==> src/rtl/tqss_ram.sv <==
// ----------------------------------------------------------------------------
// tqss_ram
// Generic simple dual-port RAM: one write port, one read port, registered read.
// ----------------------------------------------------------------------------
module tqss_ram #(
  parameter int Width = 8,
  parameter int Depth = 256
) (
  input  logic                     clk_i,
  input  logic                     we_i,
  input  logic [$clog2(Depth)-1:0] waddr_i,
  input  logic [Width-1:0]         wdata_i,
  input  logic                     re_i,
  input  logic [$clog2(Depth)-1:0] raddr_i,
  output logic [Width-1:0]         rdata_o
);

  logic [Width-1:0] mem_q [Depth];
  logic [Width-1:0] rdata_q;

  always_ff @(posedge clk_i) begin
    if (we_i) begin
      mem_q[waddr_i] <= wdata_i;
    end
    // Read data holds until the next read.
    if (re_i) begin
      rdata_q <= mem_q[raddr_i];
    end
  end

  assign rdata_o = rdata_q;

endmodule

==> config.mk <==
export PLATFORM = sky130hd
export DESIGN_NAME = tqss_ram
export DESIGN_NICKNAME = d
export VERILOG_FILES = /design/src/rtl/tqss_ram.sv
export SDC_FILE = /design/constraint.sdc
export NUM_CORES = 2
export LEC_CHECK = 0
export BUFFER_PORTS_ARGS = -buffer_cell sky130_fd_sc_hd__buf_2
export CORE_UTILIZATION = 40
export DETAILED_ROUTE_END_ITERATION = 10
export PLACE_DENSITY = 0.63
export RECOVER_POWER = 100
export SYNTH_ARGS = -nofsm -noshare
export SYNTH_HDL_FRONTEND = slang
export SYNTH_SLANG_ARGS = --single-unit
==> constraint.sdc <==
create_clock -name clk_i -period 3.05 [get_ports clk_i]
set_clock_uncertainty 0.15 [all_clocks]
set_input_delay 0.4575 -clock clk_i [delete_from_list [all_inputs] [get_ports clk_i]]
set_output_delay 0.4575 -clock clk_i [all_outputs]
set_load 0.02 [all_outputs]
==> results.toml <==
[cts]
htreeDepth = 4
cts_buffer_depth = 3
clkTransAtPathRegs_ns = 0.06
root_buffer = "clkbuf_16"
clock_latency_ns = 0.86
cts.sinks = 2056
cts_tree = "built"
cts_buffers = 201

[placed_design]
dpl_cell_area_um2 = 87500
portBuffers = 34
dp_hpwl_um = 128000
place_congestion = 0.855

[route]
first_pass_iters = 6
detail-route-antenna-nets = 0
remaining_drc_errors = 0
drt_iter0_markers = 4957
avgViaCountPerCell = 5.65
routed_wl_um = 200000
wire_per_inst_um = 27.9
num_vias = 40551

[global_route]
grt.overflow.total = 0
grt_use_total = 0.201
grt_start_max_net_pins = 105
antenna_found_initial = 14
grt_pass1_wl_um = 291000
first_global_vias = 40630

[critical_path]
cp_slowest_cell = "clkbuf_1"
r2r_slack_ns = -0.02
worstSetupStartpoint = "waddr_i[1]"
worstSetupEndpoint = "mem_q[84][4]"
critPathLaunchType = "primary input"
rr_endpoint = "rdata_o[0]"
end_kind = "flop"
crit_path_cell_trace = "clkbuf_1, nor2_1, buf_4, nand3_1, clkbuf_1, nor2_1, buf_4"
critPathMaxStageDelay_ns = 1.53
worst-path-stages = 7
cp_top_family = "buffers and inverters"
crit_required_ns = 3.50
worstReg2RegStart = "mem_q[50][0]"
critical_path_class = "in -> reg"
rr_worst_depth = 6
crit_arrival_ns = 3.53
critPathBufInv = 4
critPathMaxFanout = 13

[finish]
final_cell_mix = "edfxtp_1, mux4_2, clkbuf_1"
finalInstanceArea_um2 = 92900
mostFrequentLayoutCell = "edfxtp_1"
final_core_util = 0.470
area_growth_pct = 16.7
fin_nets = 4395
drive_gt1_frac = 0.255

[floorplanning]
io_pins = 35
die-area_um2 = 201000
fp.dieH_um = 448
fp.dieW_um = 448
start_util = 0.403
fp-row-count = 163
core_um2 = 198000

[power]
peakVddDrop_mv = 0.515
p_per_area_nw_per_um2 = 635
p_leak_uw = 0.0290

[run_status]
status = "finished, violations left"
violations = "capacitance limit, slew limit, setup timing"

[synth]
synth_nets = 3760
synth_top_family_by_area = "multiplexers"
synth-seq-cells = 2056
yosysUniqueCellTypes = 54
avgSynthCellArea_um2 = 21.3
synth.area.mux_share = 0.146
synthAdderAreaFrac = 0
yosys.area_share.simple = 0.0263
synthXorXnorAreaFrac = 0
synth_compound_area_frac = 0.0342
yosysSeqAreaShare = 0.775
syn_inst = 3733
ys_warn_count = 0
syn-cell-area_um2 = 79600

[sta]
setup_ws_ns = -0.0257
drv_slew = 635
grt_setup_unrepaired = "no"
slew_headroom = -0.451
hold_ws_ns = 0.139
fin_crit_ns = 3.08
hold_viol = 0
fmax_mhz = 325
fin_tns_setup_ns = -0.241
setup_violations = 11
fin_crit_sh = 1.01
worstMarginPinSlew_ns = 2.18

[worst_hold_path]
hp-class = "in -> reg"

[job]
drv_cap = 14
-- area by class of cell --
class,instances,area [um2]
fill,16365,105000
sequential,2056,61700
multi-input combinational,1442,16500
clock buffer,246,5200
timing repair buffer,665,4780
tap,2640,3300
clock inverter,119,1370
antenna,4,10.0
inverter,2,7.51
-- through the flow --
stage / cells / power (uW) / worst slack, ns
finish: 7174 / 59000 / -0.0257
CTS: 7170 / 59400 / 0.0820
global route: 7171 / 60600 / 0.0272
floorplan: 3733 / 33300 / 0.366
detailed placement: 6796 / 35000 / -0.867
global placement: 6795 / 35000 / -1.30
-- flip-flops by register name (all words and copies together) (netlist names) --
signal,count
mem_q,2048
rdata_o,8
-- synth_stat cells (all sizes together) --
| cell type | number | area [um2] |
|---|---|---|
| o22ai | 28 | 175 |
| and3b | 2 | 17.5 |
| nor3 | 22 | 110 |
| nor4 | 27 | 188 |
| nand2b | 8 | 50.1 |
| a31oi | 2 | 12.5 |
| or2 | 4 | 25.0 |
| a311oi | 2 | 17.5 |
| or3b | 1 | 8.76 |
| nor4b | 1 | 8.76 |
| o311ai | 1 | 8.76 |
| a21boi | 1 | 7.51 |
| mux4 | 456 | 10300 |
| nor2b | 31 | 194 |
| o211ai | 10 | 75.1 |
| o32ai | 5 | 51.3 |
| nand3b | 2 | 15.0 |
| nor3b | 1 | 7.51 |
| and2 | 6 | 37.5 |
| o21ai | 12 | 60.1 |
| edfxtp | 2056 | 61700 |
| or2b | 1 | 7.51 |
| a221oi | 14 | 129 |
| o221ai | 47 | 418 |
| nand2 | 33 | 124 |
| a2111oi | 5 | 52.6 |
| clkinv | 1 | 3.75 |
| mux2 | 1 | 11.3 |
| a211oi | 16 | 120 |
| inv | 1 | 3.75 |
| nand4 | 10 | 62.6 |
| nor2 | 282 | 1060 |
| nand3 | 34 | 170 |
| a21oi | 96 | 480 |
| a22oi | 133 | 998 |
| clkbuf | 111 | 417 |
| and3 | 1 | 6.26 |
| o22a | 5 | 43.8 |
| a22o | 8 | 70.1 |
| buf | 122 | 1030 |
| mux2i | 134 | 1340 |
-- worst reg2reg max path, cell delays in order, from the launching register on --
cell and delay, ns:
edfxtp_1 0.36, mux4_2 0.46, o211ai_1 0.31, nand3_1 0.27
nor4_1 0.98, buf_4 0.25, nor4_1 0.04
-- where the power goes --
| group | switching [uW] | internal, uW |
|---|---|---|
| combinational | 1910 | 1230 |
| sequential | 49.1 | 31200 |
| clock | 10700 | 14000 |
-- worst min-delay path by stage --
stage,start,to,slack [ns],depth (start not counted)
floorplan,wdata_i[0],mem_q[0][0],0.41,0
global placement,wdata_i[3],mem_q[75][3],0.73,1
detailed placement,wdata_i[3],mem_q[74][3],0.74,1
CTS,waddr_i[6],mem_q[237][2],0.06,3
global route,waddr_i[6],mem_q[237][2],0.11,3
finish,waddr_i[6],mem_q[237][2],0.14,3
-- cell families (layout without fill, tap and decap cells) --
logic type / Yosys count / after routing
compound gates: 385 / 385
buf+inv: 235 / 1032
flops: 2056 / 2056
mux: 591 / 591
other cells: 0 / 4
simple gates: 466 / 466
-- per-layer routing --
metal  vias up  GRT usage  share of wire
met5         -          0        0.00017
met4         6     0.0532          0.024
met3       305     0.0341          0.078
met2      1774      0.320           0.48
met1     21461      0.286           0.41
li1      17005          -              -
-- repair_timing --
action	in CTS	in global routing
setup buffers	0	0
hold endpoints to repair	466	0
hold buffers	9	0
gates resized for setup	1	1
setup endpoints to repair	1	1
No activity file was read; power rests on OpenSTA's default activity.
