**config.mk**
```make
export PLATFORM = sky130hd
export DESIGN_NAME = tqss_queues
export DESIGN_NICKNAME = d
export VERILOG_FILES = /design/src/rtl/tqss_pkg.sv /design/src/rtl/tqss_ram.sv /design/src/rtl/tqss_queues.sv
export SDC_FILE = /design/constraint.sdc
export NUM_CORES = 2
export LEC_CHECK = 0
export BUFFER_PORTS_ARGS = -buffer_cell sky130_fd_sc_hd__buf_2
export CORE_MARGIN = 5
export CORE_UTILIZATION = 53
export CTS_CLUSTER_DIAMETER = 120
export DETAILED_ROUTE_END_ITERATION = 16
export PLACE_DENSITY = 0.68
export SYNTH_ARGS = -nofsm -noshare
export SYNTH_HDL_FRONTEND = slang
export SYNTH_HIERARCHICAL = 1
export SYNTH_SLANG_ARGS = --single-unit
```
**constraint.sdc**
```tcl
create_clock -name clk_i -period 7 [get_ports clk_i]
set_input_delay 0.35 -clock clk_i [delete_from_list [all_inputs] [get_ports clk_i]]
set_output_delay 0.35 -clock clk_i [all_outputs]
set_load 0.02 [all_outputs]
```
**src/rtl/tqss_pkg.sv**
```systemverilog
// ----------------------------------------------------------------------------
// tqss_pkg
// Shared types and constants for the two-queue swap scheduler.
// ----------------------------------------------------------------------------
package tqss_pkg;

  // Number of process IDs; this sets the status table and queue depths.
  localparam int NUM_IDS  = 256;
  localparam int PTR_W    = $clog2(NUM_IDS);
  localparam int CNT_W    = $clog2(NUM_IDS + 1);
  localparam int ID_W     = 8;
  localparam int STATUS_W = 2;

  // Per-process status codes.
  localparam logic [STATUS_W-1:0] STAT_NEW    = 2'd0;
  localparam logic [STATUS_W-1:0] STAT_WAITED = 2'd1;
  localparam logic [STATUS_W-1:0] STAT_RAN    = 2'd2;

  typedef enum logic [1:0] {
    FUNC_NEW      = 2'd0,
    FUNC_READY    = 2'd1,
    FUNC_WAITING  = 2'd2,
    FUNC_DISPATCH = 2'd3
  } func_e;

  typedef struct packed {
    func_e           func;
    logic [ID_W-1:0] process_id;
  } sched_in_t;

  typedef struct packed {
    logic [ID_W-1:0] chosen_id;
    logic            found;
    logic            dropped;
  } sched_out_t;

  // Request from the control logic to the run queues.
  typedef struct packed {
    logic            push;
    logic            to_cur;
    logic            pop;
    logic [ID_W-1:0] id;
  } q_req_t;

  // Same-cycle answer from the run queues.
  typedef struct packed {
    logic found;
    logic dropped;
  } q_rsp_t;

endpackage

```
**src/rtl/tqss_ram.sv**
```systemverilog
// ----------------------------------------------------------------------------
// tqss_ram
// Generic simple dual-port RAM: one write port, one read port, registered read.
// ----------------------------------------------------------------------------
module tqss_ram #(
  parameter int Width = 8,
  parameter int Depth = 256
) (
  input  logic                     clk_i,
  input  logic                     we_i,
  input  logic [$clog2(Depth)-1:0] waddr_i,
  input  logic [Width-1:0]         wdata_i,
  input  logic                     re_i,
  input  logic [$clog2(Depth)-1:0] raddr_i,
  output logic [Width-1:0]         rdata_o
);

  logic [Width-1:0] mem_q [Depth];
  logic [Width-1:0] rdata_q;

  always_ff @(posedge clk_i) begin
    if (we_i) begin
      mem_q[waddr_i] <= wdata_i;
    end
    // Read data holds until the next read.
    if (re_i) begin
      rdata_q <= mem_q[raddr_i];
    end
  end

  assign rdata_o = rdata_q;

endmodule

```
**src/rtl/tqss_queues.sv**
```systemverilog
// ----------------------------------------------------------------------------
// tqss_queues
// The two run queues (A and B) with their pointers, counts and role flag.
// ----------------------------------------------------------------------------
module tqss_queues (
  input  logic                      clk_i,
  input  logic                      rst_ni,
  input  tqss_pkg::q_req_t          req_i,
  output tqss_pkg::q_rsp_t          rsp_o,
  output logic [tqss_pkg::ID_W-1:0] pop_id_o
);

  localparam int PTR_W = tqss_pkg::PTR_W;
  localparam int CNT_W = tqss_pkg::CNT_W;

  logic [PTR_W-1:0] head_a_q, head_a_d, tail_a_q, tail_a_d;
  logic [PTR_W-1:0] head_b_q, head_b_d, tail_b_q, tail_b_d;
  logic [CNT_W-1:0] cnt_a_q, cnt_a_d, cnt_b_q, cnt_b_d;
  logic             cur_b_q, cur_b_d;
  logic             pop_b_q, pop_b_d;

  logic [CNT_W-1:0] cnt_cur, pop_cnt, push_cnt;
  logic             cur_empty, pop_b, push_b, push_full, pop_go, push_go;
  logic [tqss_pkg::ID_W-1:0] rdata_a, rdata_b;

  function automatic logic [PTR_W-1:0] next_ptr(input logic [PTR_W-1:0] ptr);
    logic [PTR_W-1:0] nxt;
    nxt = (ptr == PTR_W'(tqss_pkg::NUM_IDS - 1)) ? '0 : ptr + PTR_W'(1);
    return nxt;
  endfunction

  always_comb begin
    cnt_cur   = cur_b_q ? cnt_b_q : cnt_a_q;
    cur_empty = (cnt_cur == '0);
    // A dispatch on an empty current queue swaps the roles first.
    pop_b     = cur_b_q ^ cur_empty;
    pop_cnt   = pop_b ? cnt_b_q : cnt_a_q;
    pop_go    = req_i.pop && (pop_cnt != '0);

    push_b    = req_i.to_cur ? cur_b_q : ~cur_b_q;
    push_cnt  = push_b ? cnt_b_q : cnt_a_q;
    push_full = (push_cnt == CNT_W'(tqss_pkg::NUM_IDS));
    push_go   = req_i.push && !push_full;

    rsp_o.found   = pop_go;
    rsp_o.dropped = req_i.push && push_full;

    head_a_d = head_a_q;
    head_b_d = head_b_q;
    tail_a_d = tail_a_q;
    tail_b_d = tail_b_q;
    cnt_a_d  = cnt_a_q;
    cnt_b_d  = cnt_b_q;
    cur_b_d  = (req_i.pop && cur_empty) ? ~cur_b_q : cur_b_q;
    pop_b_d  = pop_go ? pop_b : pop_b_q;

    // Push and pop never arrive in the same cycle.
    if (push_go) begin
      if (push_b) begin
        tail_b_d = next_ptr(tail_b_q);
        cnt_b_d  = cnt_b_q + CNT_W'(1);
      end else begin
        tail_a_d = next_ptr(tail_a_q);
        cnt_a_d  = cnt_a_q + CNT_W'(1);
      end
    end
    if (pop_go) begin
      if (pop_b) begin
        head_b_d = next_ptr(head_b_q);
        cnt_b_d  = cnt_b_q - CNT_W'(1);
      end else begin
        head_a_d = next_ptr(head_a_q);
        cnt_a_d  = cnt_a_q - CNT_W'(1);
      end
    end
  end

  always_ff @(posedge clk_i or negedge rst_ni) begin
    if (!rst_ni) begin
      head_a_q <= '0;
      tail_a_q <= '0;
      cnt_a_q  <= '0;
      head_b_q <= '0;
      tail_b_q <= '0;
      cnt_b_q  <= '0;
      cur_b_q  <= 1'b0;
      pop_b_q  <= 1'b0;
    end else begin
      head_a_q <= head_a_d;
      tail_a_q <= tail_a_d;
      cnt_a_q  <= cnt_a_d;
      head_b_q <= head_b_d;
      tail_b_q <= tail_b_d;
      cnt_b_q  <= cnt_b_d;
      cur_b_q  <= cur_b_d;
      pop_b_q  <= pop_b_d;
    end
  end

  tqss_ram #(
    .Width(tqss_pkg::ID_W),
    .Depth(tqss_pkg::NUM_IDS)
  ) u_store_a (
    .clk_i  (clk_i),
    .we_i   (push_go && !push_b),
    .waddr_i(tail_a_q),
    .wdata_i(req_i.id),
    .re_i   (pop_go && !pop_b),
    .raddr_i(head_a_q),
    .rdata_o(rdata_a)
  );

  tqss_ram #(
    .Width(tqss_pkg::ID_W),
    .Depth(tqss_pkg::NUM_IDS)
  ) u_store_b (
    .clk_i  (clk_i),
    .we_i   (push_go && push_b),
    .waddr_i(tail_b_q),
    .wdata_i(req_i.id),
    .re_i   (pop_go && pop_b),
    .raddr_i(head_b_q),
    .rdata_o(rdata_b)
  );

  assign pop_id_o = pop_b_q ? rdata_b : rdata_a;

endmodule

```
==> results.sh <==
export IMPL_max_freq_mhz=212
export IMPL_cts_root_buffer_cell="sky130_fd_sc_hd__clkbuf_16"
export IMPL_hp_start="req_i[2]"
export IMPL_post_cts_hold_buffer_count=9
export IMPL_setup_violations=0
export IMPL_num_rows=203
export IMPL_leakage_uw=0.0547
export IMPL_dp_hpwl_mm=236
export IMPL_drt_iter0_drc=10900
export IMPL_cts_tree="done"
export IMPL_synth_enable_flop_cells=4112
export IMPL_avgViaCountPerCell=6.62
export IMPL_synth_top_cell_area_share_pct=76.1
export IMPL_final_min_period_over_clock_period_pct=67.4
export IMPL_setup_worst_path_start_class="register"
export IMPL_syn_cell_area_sq_um=162000
export IMPL_synth_main_ff_cell="sky130_fd_sc_hd__edfxtp_1"
export IMPL_finalWeightedCongestion=0.866
export IMPL_grt_pass1_vias=79800
export IMPL_timing_critical_path_required_ns=7.60
export IMPL_cts_root_to_sink_buffers=4
export IMPL_ys_warnings_count=6
export IMPL_antenna_left=0
export IMPL_finalWirelength_mm=396
export IMPL_cts_repair_resized=0
export IMPL_die_w_um=563
export IMPL_timing_setup_critical_path_class="register to register"
export IMPL_post_synth_top_count_cell="sky130_fd_sc_hd__edfxtp_1"
export IMPL_pin_count=23
export IMPL_initial_utilization_pct=53.2
export IMPL_hold_path_class="primary input to register"
export IMPL_yosys_top_cells_count="sky130_fd_sc_hd__edfxtp_1, sky130_fd_sc_hd__mux4_2, sky130_fd_sc_hd__nor2_1"
export IMPL_floorplan_die_area_sq_um=317000
export IMPL_cts_post_setup_buffers_inserted=0
export IMPL_synth_distinct_cells=77
export IMPL_detail_route_wl_per_cell_um=32.1
export IMPL_ir_drop_uv=269
export IMPL_cp_max_fo=34
export IMPL_dpl_cell_count=11600
export IMPL_die_height_um=563
export IMPL_detailroute_via_count=81700
export IMPL_worstMarginPinSlew_ns=1.37
export IMPL_instances_no_fill=12300
export IMPL_powerDensity_nw_per_um2=353
export IMPL_postSynthRegisterBits=4164
export IMPL_grt_remaining_overflow=0
export IMPL_drc_errors=0
export IMPL_grt_pass1_wl_mm=573
export IMPL_inserted_clock_buffers=402
export IMPL_rsz0062_at_grt="false"
export IMPL_grt_antenna_before_repair=18
export IMPL_core_region_area_sq_um=305000
export IMPL_ys_seq_area_share_pct=76.9
export IMPL_grt_max_degree=182
export IMPL_clock_skew_ns=0.0461
export IMPL_drt_pass1_iterations=5
export IMPL_clk_pin_slew_ns=0.06
export IMPL_track_usage_pct=24.7
export IMPL_cp_end_kind="register"
export IMPL_nNetsFinal=7915
export IMPL_htree_levels=5
export IMPL_synth_cells=7772
export IMPL_worstReg2RegStart="head_b_q[2]$_DFFE_PN0P_"
export IMPL_netlist_top_cells_area="sky130_fd_sc_hd__edfxtp_1, sky130_fd_sc_hd__mux4_2, sky130_fd_sc_hd__mux2i_1"
export IMPL_timing_final_hold_violations=0
export IMPL_drive_gt1_share_pct=21.2
export IMPL_crit_path_start="head_b_q[2]$_DFFE_PN0P_"
export IMPL_clkLatencyLatePin_ns=0.91
export IMPL_postSynthNetCount=7793
export IMPL_timing_slew_headroom_pct=7.50
export IMPL_io_buffer_count=22
export IMPL_syn_mean_instance_area_sq_um=20.9
export IMPL_cap_violations=0
export IMPL_crit_arrival_ns=5.32
export IMPL_setup_tns_final_ns=0
export IMPL_synth_top_area_cell="sky130_fd_sc_hd__edfxtp_1"
export IMPL_synth_async_sr_flop_share_pct=1.25
export IMPL_slew_violations=0
export IMPL_run_status="finished clean"
export IMPL_areaGrowthSynthToFinish_pct=10.7
export IMPL_number_of_clock_sinks=4164
export IMPL_fillers=21500
export IMPL_timing_final_crit_period_ns=4.72
-- sequential cells by signal, indices dropped and copies added (netlist names) --
name	flops
cnt_a_q	9
tail_a_q	8
tail_b_q	8
u_store_b/rdata_o	8
u_store_a/mem_q	2048
cur_b_q	1
u_store_a/rdata_o	8
head_a_q	8
cnt_b_q	9
pop_b_q	1
head_b_q	8
u_store_b/mem_q	2048
-- cell usage in the layout, fill, tap and decap left out, drive strengths merged, types with 16 or more instances in the layout --
cell    Yosys  layout
a211oi     32      32
a21oi     196     196
a221oi     28      28
a22o       16      16
a22oi     266     266
buf       251     182
bufinv      0      44
clkbuf    224     496
clkinv      2     173
dfrtp      52      52
diode       0      17
edfxtp   4112    4112
inv        14      25
mux2i     282     282
mux4      912     912
nand2     108     108
nand2b     17      17
nand3      89      89
nand4      26      26
nor2      580     580
nor2b      64      64
nor3       54      54
nor4       58      58
o211ai     24      24
o21ai      38      38
o221ai     94      94
o22ai      56      56
xnor2      22      22
-- final cells by class --
type                    instances  area (sq um)  share of cell area, %
repair buffers                193          1960                   1.09
inverters                      16          65.1                 0.0362
diodes                         17          42.5                 0.0237
well taps                    4100          5130                   2.86
clock buffers                 494         10600                   5.91
clock inverters               234          2340                   1.30
flip-flops and latches       4164        125000                   69.5
multi-input cells            3117         34700                   19.3
-- per-stage QoR --
stage                     hold slack (ns)  instance area (sq um)  power (uW)  util, %  worst slack (ns)
after global routing               0.0708                 180000       65600     58.8              2.10
after floorplan                    0.0544                 162000       38500        -              3.89
final                              0.0304                 180000       63400     58.8              2.28
after global placement              0.207                 166000       42400     54.5              2.07
after detailed placement            0.206                 167000       42500     54.5              2.35
after CTS                         0.00595                 180000       63700     58.8              2.35
-- critical path: stages, from the launching register on --
cell and delay, ns:
sky130_fd_sc_hd__dfrtp_4 0.75, sky130_fd_sc_hd__buf_4 0.43, sky130_fd_sc_hd__or2b_1 1.11, sky130_fd_sc_hd__o221ai_1 0.45, sky130_fd_sc_hd__o22ai_1 0.30, sky130_fd_sc_hd__nor3_1 0.15, sky130_fd_sc_hd__nor4_1 1.06, sky130_fd_sc_hd__nor4_1 0.10
-- metal layers --
metal | global-route usage (%) | vias up | wire length [um] | share of wire [%]
met3 | 6.08 | 714 | 46100 | 12
met4 | 6.96 | 8 | 11700 | 3.0
li1 | - | 32700 | - | -
met2 | 36.8 | 4789 | 181000 | 46
met1 | 37.1 | 43400 | 156000 | 40
met5 | 0 | - | 44 | 0.011
-- kinds of logic after synthesis --
logic type,count (synthesis),synth area share [%]
adders and majority gates,8,0.0617
DFF,4164,76.9
AOI/OAI and AO/OA,812,3.55
buffers and inverters,491,1.86
xor gates and xnor gates,31,0.167
muxes,1204,14.5
and+or+nand+nor,1062,3.00
-- path summary, 6_finish.rpt --
check	endpoint	slack, ns	cells after the start
min reg2reg	cnt_a_q[7]$_DFF_PN0_	0.51	1
min in group asynchronous	head_a_q[2]$_DFFE_PN0P_	0.32	3
min	u_store_a/mem_q[154][2]$_DFFE_PP_	0.03	1
max in group asynchronous	head_b_q[0]$_DFFE_PN0P_	5.93	3
max	u_store_b/rdata_o[7]$_DFFE_PP_	2.28	7
max reg2reg	u_store_b/rdata_o[7]$_DFFE_PP_	2.28	7
-- power breakdown --
part	switching [uW]	total [uW]	internal, uW
registers	583	28200	27700
logic	7870	13800	5930
clock network	9000	21400	12400
total	17500	63400	46000
Note: power is estimated with default switching activity, not from simulation.
